`src/hdl/button_debounce_autorepeat_unit_assert.svh`:
```
// Assertion macros shared by the button debounce RTL files.
`ifndef BUTTON_DEBOUNCE_AUTOREPEAT_UNIT_ASSERT_SVH
`define BUTTON_DEBOUNCE_AUTOREPEAT_UNIT_ASSERT_SVH

`ifndef SYNTH
// Same-cycle implication, checked only out of reset.
`define BDA_ASSERT_NOW(lbl, clk, rst_n, ante, cons) \
    lbl: assert property (@(posedge clk) disable iff (!(rst_n)) (ante) |-> (cons)) \
        else $error("assertion failed");
// Next-cycle implication, checked only out of reset.
`define BDA_ASSERT_NEXT(lbl, clk, rst_n, ante, cons) \
    lbl: assert property (@(posedge clk) disable iff (!(rst_n)) (ante) |=> (cons)) \
        else $error("assertion failed");
`else
`define BDA_ASSERT_NOW(lbl, clk, rst_n, ante, cons)
`define BDA_ASSERT_NEXT(lbl, clk, rst_n, ante, cons)
`endif

`endif

```
`src/hdl/bda_pkg.sv`:
```
// Types and constants of the button debounce and auto-repeat unit.
package bda_pkg;

    localparam int unsigned PIN_W   = 4;
    localparam int unsigned IDX_W   = 2;
    localparam int unsigned MODE_W  = 2;
    localparam int unsigned TIMER_W = 8;
    localparam int unsigned PEND_W  = 4;
    localparam int unsigned CFG_IDX_W  = 2;
    localparam int unsigned CFG_DATA_W = 8;
    localparam int unsigned IN_DATA_W  = 8;
    localparam int unsigned OUT_DATA_W = 8;

    localparam logic [TIMER_W-1:0] LONG_DELAY_RST      = 8'd100;
    localparam logic [TIMER_W-1:0] REPEAT_INTERVAL_RST = 8'd20;

    typedef enum logic [MODE_W-1:0] {
        MODE_TICK   = 2'd0,
        MODE_READ   = 2'd1,
        MODE_TOGGLE = 2'd2
    } t_mode;

    typedef enum logic [CFG_IDX_W-1:0] {
        CFG_PRESSED_LEVEL   = 2'd0,
        CFG_LONG_DELAY      = 2'd1,
        CFG_REPEAT_INTERVAL = 2'd2
    } t_cfg_index;

    // Control shared by all button lanes for the beat being processed.
    typedef struct packed {
        logic                advance;
        logic [MODE_W-1:0]   mode;
        logic                pressed_level;
        logic [TIMER_W-1:0]  long_delay;
        logic [TIMER_W-1:0]  repeat_interval;
    } t_lane_ctrl;

endpackage

```
`src/hdl/button_debounce_autorepeat_unit.sv`:
```
// Top level of the button debounce and auto-repeat unit.
// Each accepted beat is held in the input register; the button lanes then update their state
// on the edge that moves it on, as the output register captures the result. The output register
// lets a new beat be accepted while a result waits, so the sustained rate is one beat per clock
// whenever the output side is ready.
// A tick (tuser 0) shifts every button's pin sample into its three-deep history, a read (tuser 1)
// returns and clears one button's event flag, a toggle (tuser 2) forces a press and release of
// one button. Configuration writes are taken at once and should only be issued when idle.
module button_debounce_autorepeat_unit #(
    parameter int unsigned BUTTONS = 4
) (
    input  logic i_clk,
    input  logic i_rst_n,
    // Configuration write port.
    input  logic                             i_cfg_wr_en,
    input  logic [bda_pkg::CFG_IDX_W-1:0]    i_cfg_index,
    input  logic [bda_pkg::CFG_DATA_W-1:0]   i_cfg_data,
    // Input stream.
    input  logic                             i_s_axis_tvalid,
    output logic                             o_s_axis_tready,
    input  logic [bda_pkg::IN_DATA_W-1:0]    i_s_axis_tdata,  // pin_levels[3:0], button_index[5:4]
    input  logic [bda_pkg::MODE_W-1:0]       i_s_axis_tuser,  // mode[1:0]
    // Result stream.
    output logic                             o_m_axis_tvalid,
    input  logic                             i_m_axis_tready,
    output logic [bda_pkg::OUT_DATA_W-1:0]   o_m_axis_tdata   // pressed_event[0], pending_flags[4:1]
);
    import bda_pkg::*;

    `include "button_debounce_autorepeat_unit_assert.svh"

    // Configuration registers.
    logic               r_pressed_level;
    logic [TIMER_W-1:0] r_long_delay;
    logic [TIMER_W-1:0] r_repeat_interval;

    // Input register.
    logic               r_in_valid;
    logic [MODE_W-1:0]  r_mode;
    logic [PIN_W-1:0]   r_pins;
    logic [IDX_W-1:0]   r_index;

    // Output register.
    logic               r_out_valid;
    logic               r_out_event;

    logic               w_advance;
    logic               w_s_fire;
    t_lane_ctrl         w_ctrl;
    logic [BUTTONS-1:0] w_flags;
    logic [BUTTONS-1:0] w_sel;
    logic [BUTTONS-1:0] w_level;
    logic               n_out_event;
    logic [PEND_W-1:0]  w_pend;

    assign w_advance       = r_in_valid && (!r_out_valid || i_m_axis_tready);
    assign o_s_axis_tready = !r_in_valid || w_advance;
    assign w_s_fire        = i_s_axis_tvalid && o_s_axis_tready;

    always_ff @(posedge i_clk) begin
        if (!i_rst_n) begin
            r_pressed_level   <= 1'b0;
            r_long_delay      <= LONG_DELAY_RST;
            r_repeat_interval <= REPEAT_INTERVAL_RST;
        end else if (i_cfg_wr_en) begin
            unique case (i_cfg_index)
                CFG_PRESSED_LEVEL:   r_pressed_level   <= i_cfg_data[0];
                CFG_LONG_DELAY:      r_long_delay      <= i_cfg_data[TIMER_W-1:0];
                CFG_REPEAT_INTERVAL: r_repeat_interval <= i_cfg_data[TIMER_W-1:0];
                default: begin
                end
            endcase
        end
    end

    always_ff @(posedge i_clk) begin
        if (!i_rst_n) begin
            r_in_valid <= 1'b0;
        end else if (o_s_axis_tready) begin
            r_in_valid <= i_s_axis_tvalid;
        end
    end

    always_ff @(posedge i_clk) begin
        if (w_s_fire) begin
            r_mode  <= i_s_axis_tuser;
            r_pins  <= i_s_axis_tdata[PIN_W-1:0];
            r_index <= i_s_axis_tdata[PIN_W +: IDX_W];
        end
    end

    assign w_ctrl = '{
        advance:         w_advance,
        mode:            r_mode,
        pressed_level:   r_pressed_level,
        long_delay:      r_long_delay,
        repeat_interval: r_repeat_interval
    };

    for (genvar b = 0; b < BUTTONS; b++) begin : g_button
        // Only the first four buttons have a pin and an index; the rest sample level 0.
        if (b < PIN_W) begin : g_pin
            assign w_level[b] = r_pins[b];
            assign w_sel[b]   = (r_index == IDX_W'(b));
        end else begin : g_nopin
            assign w_level[b] = 1'b0;
            assign w_sel[b]   = 1'b0;
        end

        bda_button u_button (
            .i_clk   (i_clk),
            .i_rst_n (i_rst_n),
            .i_ctrl  (w_ctrl),
            .i_level (w_level[b]),
            .i_sel   (w_sel[b]),
            .o_flag  (w_flags[b])
        );
    end

    always_comb begin
        n_out_event = 1'b0;
        if (r_mode == MODE_READ) begin
            for (int unsigned b = 0; b < BUTTONS; b++) begin
                if (w_sel[b] && w_flags[b]) begin
                    n_out_event = 1'b1;
                end
            end
        end
    end

    for (genvar p = 0; p < PEND_W; p++) begin : g_pend
        if (p < BUTTONS) begin : g_have
            assign w_pend[p] = w_flags[p];
        end else begin : g_none
            assign w_pend[p] = 1'b0;
        end
    end

    always_ff @(posedge i_clk) begin
        if (!i_rst_n) begin
            r_out_valid <= 1'b0;
        end else if (w_advance) begin
            r_out_valid <= 1'b1;
        end else if (i_m_axis_tready) begin
            r_out_valid <= 1'b0;
        end
    end

    always_ff @(posedge i_clk) begin
        if (w_advance) begin
            r_out_event <= n_out_event;
        end
    end

    // The lanes change only on the edge that moves a beat to the output, so their flags are
    // exactly the pending flags of the beat that is on the output.
    assign o_m_axis_tvalid = r_out_valid;
    assign o_m_axis_tdata  = OUT_DATA_W'({w_pend, r_out_event});

    `BDA_ASSERT_NEXT(a_event_only_on_read, i_clk, i_rst_n,
        w_advance && r_mode != MODE_READ, !r_out_event)
    `BDA_ASSERT_NEXT(a_read_hit_reports, i_clk, i_rst_n,
        w_advance && r_mode == MODE_READ && (w_sel & w_flags) != '0, r_out_event)
    `BDA_ASSERT_NEXT(a_out_held, i_clk, i_rst_n,
        o_m_axis_tvalid && !i_m_axis_tready, o_m_axis_tvalid && $stable(o_m_axis_tdata))
endmodule

```
`src/hdl/bda_button.sv`:
```
// Per-button sample history, stable level, hold timer and event flag.
module bda_button (
    input  logic              i_clk,
    input  logic              i_rst_n,
    input  bda_pkg::t_lane_ctrl i_ctrl,
    input  logic              i_level,
    input  logic              i_sel,
    output logic              o_flag
);
    import bda_pkg::*;

    `include "button_debounce_autorepeat_unit_assert.svh"

    logic               r_new, r_mid, r_old, r_stable, r_flag;
    logic [TIMER_W-1:0] r_timer;
    logic               n_new, n_mid, n_old, n_stable, n_flag;
    logic [TIMER_W-1:0] n_timer;
    logic               w_agree;
    logic               w_pl;

    assign w_pl    = i_ctrl.pressed_level;
    // After the shift, newest is i_level, middle is r_new, oldest is r_mid.
    assign w_agree = (i_level == r_new) && (r_new == r_mid);

    always_comb begin
        n_new    = r_new;
        n_mid    = r_mid;
        n_old    = r_old;
        n_stable = r_stable;
        n_flag   = r_flag;
        n_timer  = r_timer;
        if (i_ctrl.advance) begin
            unique case (i_ctrl.mode)
                MODE_TICK: begin
                    n_new = i_level;
                    n_mid = r_new;
                    n_old = r_mid;
                    if (w_agree) begin
                        if (r_stable != r_mid) begin
                            n_stable = r_mid;
                            if (r_mid == w_pl) begin
                                n_flag  = 1'b1;
                                n_timer = i_ctrl.long_delay;
                            end
                        end else if (r_stable == w_pl) begin
                            if (r_timer != '0) begin
                                n_timer = r_timer - TIMER_W'(1);
                            end else begin
                                n_flag  = 1'b1;
                                n_timer = i_ctrl.repeat_interval;
                            end
                        end
                    end
                end
                MODE_READ: begin
                    if (i_sel) begin
                        n_flag = 1'b0;
                    end
                end
                MODE_TOGGLE: begin
                    if (i_sel) begin
                        // Forced press, then forced release.
                        if (r_stable != w_pl) begin
                            n_flag  = 1'b1;
                            n_timer = i_ctrl.long_delay;
                        end
                        n_new    = ~w_pl;
                        n_mid    = ~w_pl;
                        n_old    = ~w_pl;
                        n_stable = ~w_pl;
                    end
                end
                default: begin
                end
            endcase
        end
    end

    always_ff @(posedge i_clk) begin
        if (!i_rst_n) begin
            r_new    <= 1'b0;
            r_mid    <= 1'b0;
            r_old    <= 1'b0;
            r_stable <= 1'b0;
            r_flag   <= 1'b0;
            r_timer  <= '0;
        end else begin
            r_new    <= n_new;
            r_mid    <= n_mid;
            r_old    <= n_old;
            r_stable <= n_stable;
            r_flag   <= n_flag;
            r_timer  <= n_timer;
        end
    end

    assign o_flag = r_flag;

    `BDA_ASSERT_NEXT(a_toggle_releases, i_clk, i_rst_n,
        i_ctrl.advance && i_ctrl.mode == MODE_TOGGLE && i_sel,
        r_stable == !$past(w_pl) && r_old == !$past(w_pl))
    `BDA_ASSERT_NEXT(a_read_clears, i_clk, i_rst_n,
        i_ctrl.advance && i_ctrl.mode == MODE_READ && i_sel, !r_flag)
    `BDA_ASSERT_NOW(a_flag_source, i_clk, i_rst_n,
        $rose(r_flag),
        $past(i_ctrl.advance) &&
        ($past(i_ctrl.mode) == MODE_TICK || $past(i_ctrl.mode) == MODE_TOGGLE))
endmodule

```
`config.mk`:
```
export PLATFORM = sky130hd
export DESIGN_NAME = button_debounce_autorepeat_unit
export DESIGN_NICKNAME = d
export VERILOG_FILES = /design/src/hdl/bda_pkg.sv /design/src/hdl/button_debounce_autorepeat_unit.sv /design/src/hdl/bda_button.sv
export VERILOG_INCLUDE_DIRS = /design/src /design/src/hdl
export SDC_FILE = /design/constraint.sdc
export NUM_CORES = 1
export LEC_CHECK = 0
export BUFFER_PORTS_ARGS = -buffer_cell sky130_fd_sc_hd__clkbuf_2
export CAP_MARGIN = 40
export CORE_ASPECT_RATIO = 1.4
export CORE_MARGIN = 2
export CORE_UTILIZATION = 50
export DETAILED_ROUTE_END_ITERATION = 10
export PLACE_DENSITY = 0.73
export SKIP_CTS_REPAIR_TIMING = 1
export SYNTH_ARGS = -nofsm -noshare
export SYNTH_HDL_FRONTEND = slang
export SYNTH_SLANG_ARGS = --single-unit
```
`constraint.sdc`:
```
create_clock -name i_clk -period 2.9 [get_ports i_clk]
set_input_delay 0.58 -clock i_clk [delete_from_list [all_inputs] [get_ports i_clk]]
set_output_delay 0.58 -clock i_clk [all_outputs]
set_load 0.02 [all_outputs]
```
* Word level (Yosys, flattened, before mapping) *
Cells that the tools add are included.

word-level totals
  bits in registers = 76
  bits in latches = 0
  bits in writable memories = 0
  ROM bits = 0
  input bits = 25
  logic and storage cells = 238
  memories kept = 0

operators by class
  $add $sub $neg = 4
  multipliers = 0
  div/mod/pow operators = 0
  magnitude comparators = 0
  equal/unequal tests = 63
  shifts and indexed selects = 0
  mux-type cells = 98
  bitwise logic cells = 1
  reduce and logical (&&, ||, !) cells = 43

operators by type and width
  cell                                                    count
  two-way mux 8 bit                                       28
  one-hot mux 8 bit (2 select lines)                      4
  two-way mux 1 bit                                       50
  inequality test 2 x 1 -> 1 bit (second input constant)  20
  AND reduction 9 bit                                     4
  nonzero test 8 bit                                      4
  subtractor 8 x 1 -> 8 bit (second input constant)       4
  AND reduction 7 bit                                     4
  one-hot mux 1 bit (2 select lines)                      12
  AND reduction 5 bit                                     4
  == test 1 bit                                           16
  inequality test 3 x 1 -> 1 bit (second input constant)  4
  inequality test 3 x 2 -> 1 bit (second input constant)  4
  inequality test 3 bit (second input constant)           4
  one-hot mux 1 bit (3 select lines)                      4
  AND reduction 3 bit                                     4
  logical AND 1 bit                                       10
  == test 2 bit (second input constant)                   4
  inequality test 1 bit                                   8
  == test 2 x 1 -> 1 bit (second input constant)          3
  zero test 2 bit                                         3
  AND reduction 2 bit                                     3
  nonzero test 2 bit                                      2
  nonzero test 3 bit                                      1
  3 further kinds                                         5

* Longest topological paths before layout *
Gate-level depths: netlist of run 1.

  depth after elaboration = 6
  mapped depth = 9

* Cells and area by module *
Synthesis of run 1 repeated with hierarchy kept, for this count alone.

unflattened totals
  cell total of the unflattened synthesis = 558
  area, all modules = 4,814.6 um^2

by module, submodules not included
  module                                 instances  cells each  area each (um^2)
  bda_button (g_button[0].u_button ...)  2          113         919.6
  button_debounce_autorepeat_unit        1          100         1,133.6
  bda_button (g_button[2].u_button)      1          119         923.4
  bda_button (g_button[3].u_button)      1          113         918.4

* Worst setup path before layout of run 1 *
No wires, ideal clock.

  path type = reg-to-reg
  start point = reg g_button[2].u_button.r_timer[2]
  end point = reg g_button[2].u_button.r_flag
  library setup time = 0.079 ns
  arrival time = 1.947 ns
  data required time = 2.821 ns
  slack = 0.873 ns
  stages on the path, launching flop included = 8
  buffers on the path = 2
  period minus slack after synthesis = 2.027 ns
  cells stage by stage = dfxtp_1 -> or4_1 -> buf_2 -> or3_1 -> buf_6 -> a311oi_4 -> a21oi_1 -> a211oi_2

between the ends
  word-level cells in the longest chain between the ends = 3

ends and longest elaborated chain
  item                                             RTL line          RTL
  start, declared                                  bda_button.sv:15  logic [TIMER_W-1:0] r_timer;
  start signal, assigned                           bda_button.sv:93  r_timer <= n_timer;
  nonzero test 8 bit                               bda_button.sv:46  if (r_timer != '0) begin
  inequality test 3 x 2 -> 1 bit (no source line)  n/a
  AND reduction 9 bit (no source line)             n/a
  end signal, assigned                             bda_button.sv:92  r_flag <= n_flag;
  end, declared                                    bda_button.sv:14  logic r_new, r_mid, r_old, r_stable, r_flag;

No other way between the ends.
A chain may end at the register's enable or synchronous reset.

* Final worst setup path of run 1 *
  start point = reg r_mode[1]
  end point = reg g_button[3].u_button.r_new

between the ends
  word-level cells in the longest chain between the ends = 3
  elaborated cells between the ends (all ways) = 6
  classes of those cells = 2 x eq/ne; 1 x mux; 3 x reduce/logical

ends and longest elaborated chain
  item                                                                                   RTL line                               RTL
  start, declared                                                                        button_debounce_autorepeat_unit.sv:39  logic [MODE_W-1:0] r_mode;
  start signal, assigned                                                                 button_debounce_autorepeat_unit.sv:86  r_mode <= i_s_axis_tuser;
  == test 2 bit or zero test 2 bit (tied branches)                                       bda_button.sv:33                       unique case (i_ctrl.mode)
  inequality test 2 x 1 -> 1 bit (no source line) or nonzero test 2 bit (tied branches)  n/a
  AND reduction 3 bit (no source line)                                                   n/a
  end signal, assigned                                                                   bda_button.sv:88                       r_new <= n_new;
  end, declared                                                                          bda_button.sv:14

Several ways; a longest one is shown, not always the timed one.

==> results of run 1 <==
state kept, by name, indices dropped and copies added, names as in the netlist:
signal / flops
g_button.u_button.o_flag: 4
g_button.u_button.r_mid: 4
g_button.u_button.r_new: 4
g_button.u_button.r_stable: 4
g_button.u_button.r_timer: 32
o_m_axis_tvalid: 1
r_in_valid: 1
r_index: 2
r_long_delay: 8
r_mode: 2
r_out_event: 1
r_pins: 4
r_pressed_level: 1
r_repeat_interval: 8
worst max-delay path: cells and delay by family, from the launching register on:
family	cells	cell delay, ns
flops	1	0.69
simple gates	2	1.21
compound gates	2	0.35
metal layers:
metal | up-vias | GRT usage [%] | wire length (µm)
met5 | - | 0 | 0
met4 | 0 | 10.7 | 312
met3 | 26 | 2.31 | 448
met2 | 132 | 43.3 | 5790
met1 | 1972 | 29.6 | 5020
li1 | 2021 | - | -
how the worst max path moves through the flow:
stage / slack (ns) / from / cells after the start / endpoint
2_1_floorplan: 0.87 / g_button[2].u_button.r_timer[2]$_SDFFE_PN0P_ / 7 / g_button[2].u_button.o_flag$_SDFFE_PN0P_
3_3_place_gp: 0.62 / g_button[1].u_button.r_timer[2]$_SDFFE_PN0P_ / 5 / g_button[1].u_button.o_flag$_SDFFE_PN0P_
3_5_place_dp: 0.62 / g_button[1].u_button.r_timer[2]$_SDFFE_PN0P_ / 5 / g_button[1].u_button.o_flag$_SDFFE_PN0P_
4_1_cts: 0.59 / g_button[1].u_button.r_timer[2]$_SDFFE_PN0P_ / 5 / g_button[1].u_button.o_flag$_SDFFE_PN0P_
5_1_grt: 0.36 / r_mode[1]$_DFFE_PP_ / 4 / g_button[2].u_button.r_timer[5]$_SDFFE_PN0P_
6_report: 0.55 / r_mode[1]$_DFFE_PP_ / 4 / g_button[3].u_button.r_new$_SDFFE_PN0P_
kinds of logic after synthesis:
group / count (synthesis) / synth area share, %
fa+ha+maj: 8 / 2.20
flops: 76 / 35.4
simple gates: 192 / 20.7
mux: 31 / 7.18
compound gates: 166 / 25.8
buf+inv: 54 / 5.39
other cells: 1 / 0.0824
xor+xnor: 17 / 3.27
cell usage in the layout, fill, tap and decap left out, drive strengths merged, types with 15 or more instances in the layout:
cell type / netlist / routed
a21oi: 30 / 30
a31oi: 23 / 23
nand2: 62 / 62
nor3: 17 / 17
nor2: 45 / 45
inv: 15 / 15
o21ai: 34 / 34
mux2i: 27 / 27
o211ai: 18 / 18
a211oi: 19 / 19
clkbuf: 23 / 42
dfxtp: 67 / 67
through the flow:
| stage | util (%) | power, mW | worst slack (ns) | hold WS [ns] | area [µm²] |
|---|---|---|---|---|---|
| 3_5_place_dp | 52.6 | 1.67 | 0.618 | 0.516 | 4700 |
| 6_report | 56.1 | 2.78 | 0.550 | 0.426 | 5000 |
| 3_3_place_gp | 52.6 | 1.66 | 0.616 | 0.488 | 4700 |
| 4_1_cts | 56.1 | 2.79 | 0.592 | 0.419 | 5000 |
| 2_1_floorplan | - | 1.57 | 0.873 | 0.470 | 4560 |
| 5_1_grt | 56.1 | 2.90 | 0.357 | 0.419 | 5000 |
cell type report:
class,instances,area (µm²),area share (%)
multi-input cells,417,2700,54.0
flip-flops and latches,76,1610,32.2
clock buffers,13,293,5.85
repair buffers,35,190,3.80
well taps,107,134,2.68
inverters,16,60.1,1.20
clock inverters,3,15.0,0.300
power breakdown:
part / switching [mW] / total, mW / internal (mW) / leakage (nW)
Sequential: 0.0684 / 1.18 / 1.11 / 0.633
Combinational: 0.285 / 0.482 / 0.197 / 1.19
Clock: 0.417 / 1.12 / 0.703 / 0.156
==> reports/qor.csv, run 1 <==
stage;metric;value;unit
floorplan;start_util;51.0;%
timing;slew_headroom;46.5;%
global_routing;overflow;0;
global_routing;grt_max_degree;36;
final_layout;fin_cells;667;
worst_setup_path;critPathArrivalTime;2.59;ns
run;cap_violations;0;
cts;worstSkewPairLatency;0.33;ns
worst_setup_path;crit_fanout;16;
synth;synth_edf_count;9;
cts;cts_sinks;76;
hold_path;whs_endpoint;r_pins[1]$_DFFE_PP_;
synth;synth_cell_types;68;
synth;synth-async-reset-ratio;0;%
timing;worst_pin_slew;0.799;ns
final_layout;nFillCells;783;
route;wl;11600;µm
route;dr.first_iter.drc_count;271;
final_layout;diodes;0;
pwr;irDropWorstVdd;0.367;mV
cts;htree_levels;3;
cts;cts_root_buf;clkbuf_16;
worst_setup_path;crit_type;flip-flop to flip-flop;
floorplan;io_pins;35;
route;drc_errors;0;
global_routing;track_usage;24.2;%
worst_setup_path;end_kind;flip-flop;
cts;cts_tree;yes;
timing;setup_tns;0;ns
worst_setup_path;r2r-start;r_mode[1]$_DFFE_PP_;
timing;clock_skew;0.00760;ns
cts;cts_buffer_depth;2;
global_routing;antenna_found_initial;0;
worst_setup_path;crit_slowest_cell;nor2_1;
worst_setup_path;crit_path_cell_trace;nand2b_1, nor2_1, a21oi_1, a211oi_1;
pwr;leakagePower;1.98;nW
hold_path;hp-start;i_s_axis_tdata[1];
final_layout;syn_to_final_growth;9.98;%
cts;cts-buffers-inserted;9;
floorplan;die_x;84.6;µm
worst_setup_path;reg2reg_setup_slack;0.55;ns
worst_setup_path;cp-start-kind;flip-flop;
synth;synth_top_area_cell;dfxtp_1;
floorplan;core;8930;µm²
synth;synthTopCellsByCount;dfxtp_1, nand2_1, nor2_1, a21oi_1, mux2i_1;
worst_setup_path;critical_path.max_stage_delay;0.75;ns
floorplan;die_h;117;µm
floorplan;rows;41;
final_layout;final_nets;588;
floorplan;dieArea;9890;µm²
synth;synth.avg_cell_area;8.35;µm²
placed_design;place_congestion;0.911;
hold_path;whs_path_depth;1;
timing;setup_viol;0;
worst_setup_path;timing.rr.end;g_button[3].u_button.r_new$_SDFFE_PN0P_;
timing;finalCritPeriodShare;81.0;%
synth;synth-seq-cells;76;
route;wl_per_cell;17.3;µm
timing;finalMaxSlewViolations;0;
run_status;status;finished, final reports clean;
timing;final_hold_viol_count;0;
route;drtPass1Iterations;4;
final_layout;final_layout_size_suffix_gt1_share;11.6;%
synth;ys_seq_area_share;35.4;%
pwr;pwr_density_cell;555;nW/µm²
synth;synth_top_area_share;29.5;%
timing;rsz0062_at_grt;false;
global_routing;grt_pass1_vias;3940;
route;final_antenna_net_count;0;
synth;ys.flop_type;dfxtp_1;
synth;ys_top_cells_by_area;dfxtp_1, edfxtp_1, mux2i_1;
global_routing;grt_first_pass_wirelength;19200;µm
timing;fmax;0.426;GHz
route;vias;4151;
synth;postSynthCellCount;545;
placed_design;dp_cells;651;
placed_design;dp_hpwl;8050;µm
synth;syn_area;4550;µm²
worst_setup_path;crit_required;3.14;ns
hold_path;hold_path_class;primary input to flip-flop;
synth;synth.most_common_cell;dfxtp_1;
synth;ys_warn_count;0;
timing;fin_crit;2.35;ns
route;vias_per_cell;6.22;
cts;path_clk_slew;0.06;ns
placed_design;io_buffers;29;
worst_setup_path;rr_worst_depth;4;
Power figures use the tool's default switching activity.
==> run 2: changes to the inputs <==
Clock period 2.9 ns to 2.3 ns, I/O delays scaled along.
==> reports/qor.csv, run 2 (same netlist as run 1, synthesis figures left out) <==
stage;metric;value;unit
run_status;status;finished, final reports clean;
floorplan;die_x;84.6;µm
worst_setup_path;cp-start-kind;flip-flop;
cts;cts_root_buf;clkbuf_16;
global_routing;grt_max_degree;36;
worst_setup_path;crit_path_cell_trace;or4_1, or3_1, a311oi_4, a21oi_1, a211oi_2;
route;vias_per_cell;6.28;
final_layout;syn_to_final_growth;12.9;%
global_routing;grt_pass1_vias;4246;
worst_setup_path;critPathArrivalTime;2.41;ns
worst_setup_path;crit_slowest_cell;or4_1;
final_layout;final_layout_size_suffix_gt1_share;13.7;%
final_layout;diodes;0;
global_routing;track_usage;25.9;%
timing;worst_pin_slew;0.604;ns
floorplan;die_h;117;µm
final_layout;final_nets;599;
placed_design;dp_cells;662;
global_routing;grt.met3_usage;3.02;%
floorplan;rows;41;
final_layout;ff_latch_area;1610;µm²
cts;path_clk_slew;0.06;ns
global_routing;overflow;0;
cts;cts-buffers-inserted;9;
final_layout;fin_cells;678;
cts;cts_tree;yes;
worst_setup_path;end_kind;flip-flop;
route;final_antenna_net_count;0;
timing;setup_viol;0;
timing;finalCritPeriodShare;92.9;%
timing;slew_headroom;59.6;%
global_routing;grtUsageMet1;30.3;%
timing;finalMaxSlewViolations;0;
global_routing;antenna_found_initial;0;
route;drtPass1Iterations;5;
route;wl_per_cell;17.8;µm
final_layout;nFillCells;814;
placed_design;dp_hpwl;8240;µm
final_layout;final_cell_mix;dfxtp_1, nand2_1, nor2_1, a21oi_1, clkbuf_2;
route;vias;4261;
worst_setup_path;crit_fanout;10;
timing;fin_crit;2.14;ns
pwr;leakagePower;2.05;nW
hold_path;hold_path_class;primary input to flip-flop;
worst_setup_path;crit_type;flip-flop to flip-flop;
placed_design;place_ws;0.144;ns
route;dr.first_iter.drc_count;288;
timing;rsz0062_at_grt;false;
final_layout;top_regs;g_button.u_button.r_timer: 32 flops, r_long_delay: 8 flops, r_repeat_interval: 8 flops;
pwr;pwr_density_cell;733;nW/µm²
timing;worst_slack;0.164;ns
cts;htree_levels;3;
global_routing;use_met2;45.5;%
floorplan;start_util;51.0;%
final_layout;largest-register;g_button.u_button.r_timer;
pwr;irDropWorstVdd;0.438;mV
timing;fmax;0.468;GHz
cts;cts_buffer_depth;2;
worst_setup_path;crit_required;2.57;ns
final_layout;largest_register_ffs;32;
placed_design;place_congestion;0.915;
run;cap_violations;0;
cts;cts_sinks;76;
placed_design;placed_area;4780;µm²
global_routing;top_usage_layer;met2;
route;wl;12100;µm
global_routing;grt_first_pass_wirelength;20300;µm
final_layout;final_common_cell;dfxtp_1;
floorplan;dieArea;9890;µm²
pwr;fin_total_pwr;3.77;mW
worst_setup_path;cp_top_family;simple AND/OR/NAND/NOR gates;
timing;setup_tns;0;ns
final_layout;fin_area;5140;µm²
timing;clock_skew;0.00663;ns
placed_design;io_buffers;29;
worst_setup_path;critical_path.max_stage_delay;0.57;ns
worst_setup_path;crit_buf_inv;0;
cts;worstSkewPairLatency;0.35;ns
floorplan;core;8930;µm²
floorplan;io_pins;35;
route;drc_errors;0;
timing;final_hold_viol_count;0;
final_layout;multi_input_area;2710;µm²
-- run 2: path summary, 6_finish.rpt --
kind | cells after the start | slack (ns) | end | start
setup / recovery | 5 | 0.16 | g_button[2].u_button.o_flag$_SDFFE_PN0P_ | g_button[2].u_button.r_timer[2]$_SDFFE_PN0P_
hold reg to reg | 2 | 0.52 | g_button[0].u_button.r_new$_SDFFE_PN0P_ | g_button[0].u_button.r_new$_SDFFE_PN0P_
hold / removal | 1 | 0.28 | r_mode[0]$_DFFE_PP_ | i_s_axis_tuser[0]
setup reg to reg | 5 | 0.16 | g_button[2].u_button.o_flag$_SDFFE_PN0P_ | g_button[2].u_button.r_timer[2]$_SDFFE_PN0P_
-- run 2: layout make-up --
class | count | area share, %
clock inverters | 3 | 1.27
flip-flops and latches | 76 | 31.4
multi-input cells | 417 | 52.8
well taps | 107 | 2.61
inverters | 16 | 1.17
repair buffers | 46 | 5.31
clock buffers | 13 | 5.51
-- run 2: stage by stage --
stage	hold slack [ns]	util, %
floorplan	0.470	-
global placement	0.496	53.5
detailed placement	0.505	53.5
CTS	0.282	57.4
global route	0.281	57.5
finish	0.282	57.5
-- run 2: metal layers --
metal / wire length [µm] / vias to the layer above
met5: 0 / -
met4: 462 / 0
met3: 559 / 40
met2: 6140 / 148
met1: 4910 / 2025
li1: - / 2048
-- run 2: power breakdown --
part	total (mW)	leakage, nW	internal, mW	switching (mW)
clock	1.64	0.170	1.08	0.557
sequential	1.48	0.633	1.40	0.0863
combinational	0.643	1.25	0.270	0.373
total	3.77	2.05	2.75	1.02
==> run 3: changes to the inputs <==
Settings changed: CAP_MARGIN 40 to 20, CORE_ASPECT_RATIO 1.4 to 1.2.
==> reports/qor.csv, run 3 (same netlist as run 1, synthesis figures left out) <==
stage;metric;value;unit
timing;setup_viol;0;
timing;finalCritPeriodShare;93.7;%
pwr;power.internal;2.24;mW
global_routing;grt_first_pass_wirelength;19000;µm
floorplan;start_util;50.9;%
floorplan;die_x;91.1;µm
pwr;leakagePower;1.99;nW
placed_design;placed_area;4790;µm²
route;final_antenna_net_count;0;
pwr;sw_frac_of_total;30.5;%
worst_setup_path;end_kind;flip-flop;
worst_setup_path;crit_slowest_cell;edfxtp_1;
pwr;fin_total_pwr;3.22;mW
pwr;clkPwrFrac;34.4;%
worst_setup_path;critPathArrivalTime;2.44;ns
timing;slew_headroom;57.9;%
final_layout;largest_register_ffs;32;
route;drc_errors;0;
pwr;seqPwrFrac;46.0;%
global_routing;grt_pass1_vias;3888;
global_routing;overflow;0;
final_layout;final_layout_size_suffix_gt1_share;13.7;%
global_routing;track_usage;24.3;%
placed_design;dp_hpwl;8270;µm
worst_setup_path;crit_buf_inv;2;
worst_setup_path;crit_path_cell_trace;buf_4, nand2b_1, and3_1, nor4b_2, buf_4, o21ai_0, a31oi_1;
route;wl_per_cell;16.8;µm
floorplan;dieArea;9880;µm²
cts;cts_buffer_depth;2;
cts;cts-buffers-inserted;9;
timing;worst_pin_slew;0.630;ns
final_layout;syn_to_final_growth;10.2;%
pwr;comb_power_share;19.6;%
timing;setup_tns;0;ns
timing;clock_skew;0.0133;ns
cts;cts_root_buf;clkbuf_8;
floorplan;io_pins;35;
placed_design;place_ws;0.157;ns
timing;fmax;0.464;GHz
worst_setup_path;critical_path.max_stage_delay;0.58;ns
worst_setup_path;crit_fanout;16;
final_layout;final_common_cell;dfxtp_1;
cts;path_clk_slew;0.09;ns
final_layout;largest-register;g_button.u_button.r_timer;
route;drtPass1Iterations;5;
timing;rsz0062_at_grt;false;
final_layout;top_regs;g_button.u_button.r_timer: 32 flops, r_long_delay: 8 flops, r_repeat_interval: 8 flops;
timing;fin_crit;2.16;ns
route;wl;11600;µm
worst_setup_path;cp_top_family;simple AND/OR/NAND/NOR gates;
timing;final_hold_viol_count;0;
cts;cts_tree;yes;
floorplan;rows;38;
hold_path;hold_path_class;primary input to flip-flop;
pwr;power.switching;0.981;mW
placed_design;io_buffers;29;
run_status;status;finished, final reports clean;
timing;finalMaxSlewViolations;0;
floorplan;core;8940;µm²
worst_setup_path;cpMostUsedCell;buf_4;
cts;worstSkewPairLatency;0.37;ns
route;dr.first_iter.drc_count;299;
final_layout;fin_area;5010;µm²
worst_setup_path;crit_required;2.59;ns
placed_design;place_congestion;0.916;
global_routing;antenna_found_initial;0;
run;cap_violations;0;
placed_design;dp_cells;675;
final_layout;diodes;0;
route;vias_per_cell;6.13;
final_layout;fin_cells;691;
pwr;irDropWorstVdd;0.354;mV
pwr;pwr_density_cell;642;nW/µm²
global_routing;grt_max_degree;36;
floorplan;die_h;108;µm
route;vias;4236;
cts;cts_sinks;76;
cts;htree_levels;3;
worst_setup_path;crit_type;flip-flop to flip-flop;
final_layout;final_nets;599;
timing;worst_slack;0.144;ns
worst_setup_path;cp-start-kind;flip-flop;
final_layout;final_cell_mix;dfxtp_1, nand2_1, nor2_1, a21oi_1, clkbuf_2;
run 3: area by class of cell:
class,count,area (µm²)
clock buffers,10,149
clock inverters,6,67.6
fillers,856,3930
inverters,16,60.1
multi-input cells,417,2700
flip-flops and latches,76,1610
well taps,120,150
repair buffers,46,273
run 3: worst paths after layout:
| check | cells past startpoint | end | startpoint | slack (ns) |
|---|---|---|---|---|
| hold / removal | 1 | r_index[0]$_DFFE_PP_ | i_s_axis_tdata[4] | 0.27 |
| setup reg to reg | 7 | g_button[3].u_button.r_timer[4]$_SDFFE_PN0P_ | r_mode[1]$_DFFE_PP_ | 0.14 |
| hold reg to reg | 2 | g_button[0].u_button.r_new$_SDFFE_PN0P_ | g_button[0].u_button.r_new$_SDFFE_PN0P_ | 0.51 |
| setup / recovery | 7 | g_button[3].u_button.r_timer[4]$_SDFFE_PN0P_ | r_mode[1]$_DFFE_PP_ | 0.14 |
run 3: routing by layer:
layer	vias to the layer above	share of wire, %	track usage, %	routed length, µm
met5	-	0	0	0
met4	0	4.6	13.2	533
met3	35	5.2	3.76	609
met2	141	47	40.4	5480
met1	2002	43	30.4	5020
li1	2058	-	-	-
run 3: stage by stage:
step	utilization [%]	hold slack, ns
3_3_place_gp	53.6	0.491
2_1_floorplan	-	0.470
3_5_place_dp	53.6	0.492
5_1_grt	56.1	0.253
4_1_cts	56.1	0.252
6_report	56.1	0.265
run 3: power groups by stage:
stage | clock network [mW] | registers (mW) | logic [mW]
global placement | 0 | 1.51 | 0.609
floorplan | 0 | 1.48 | 0.506
global route | 1.18 | 1.49 | 0.700
finish | 1.11 | 1.48 | 0.632
CTS | 1.13 | 1.48 | 0.629
detailed placement | 0 | 1.51 | 0.626
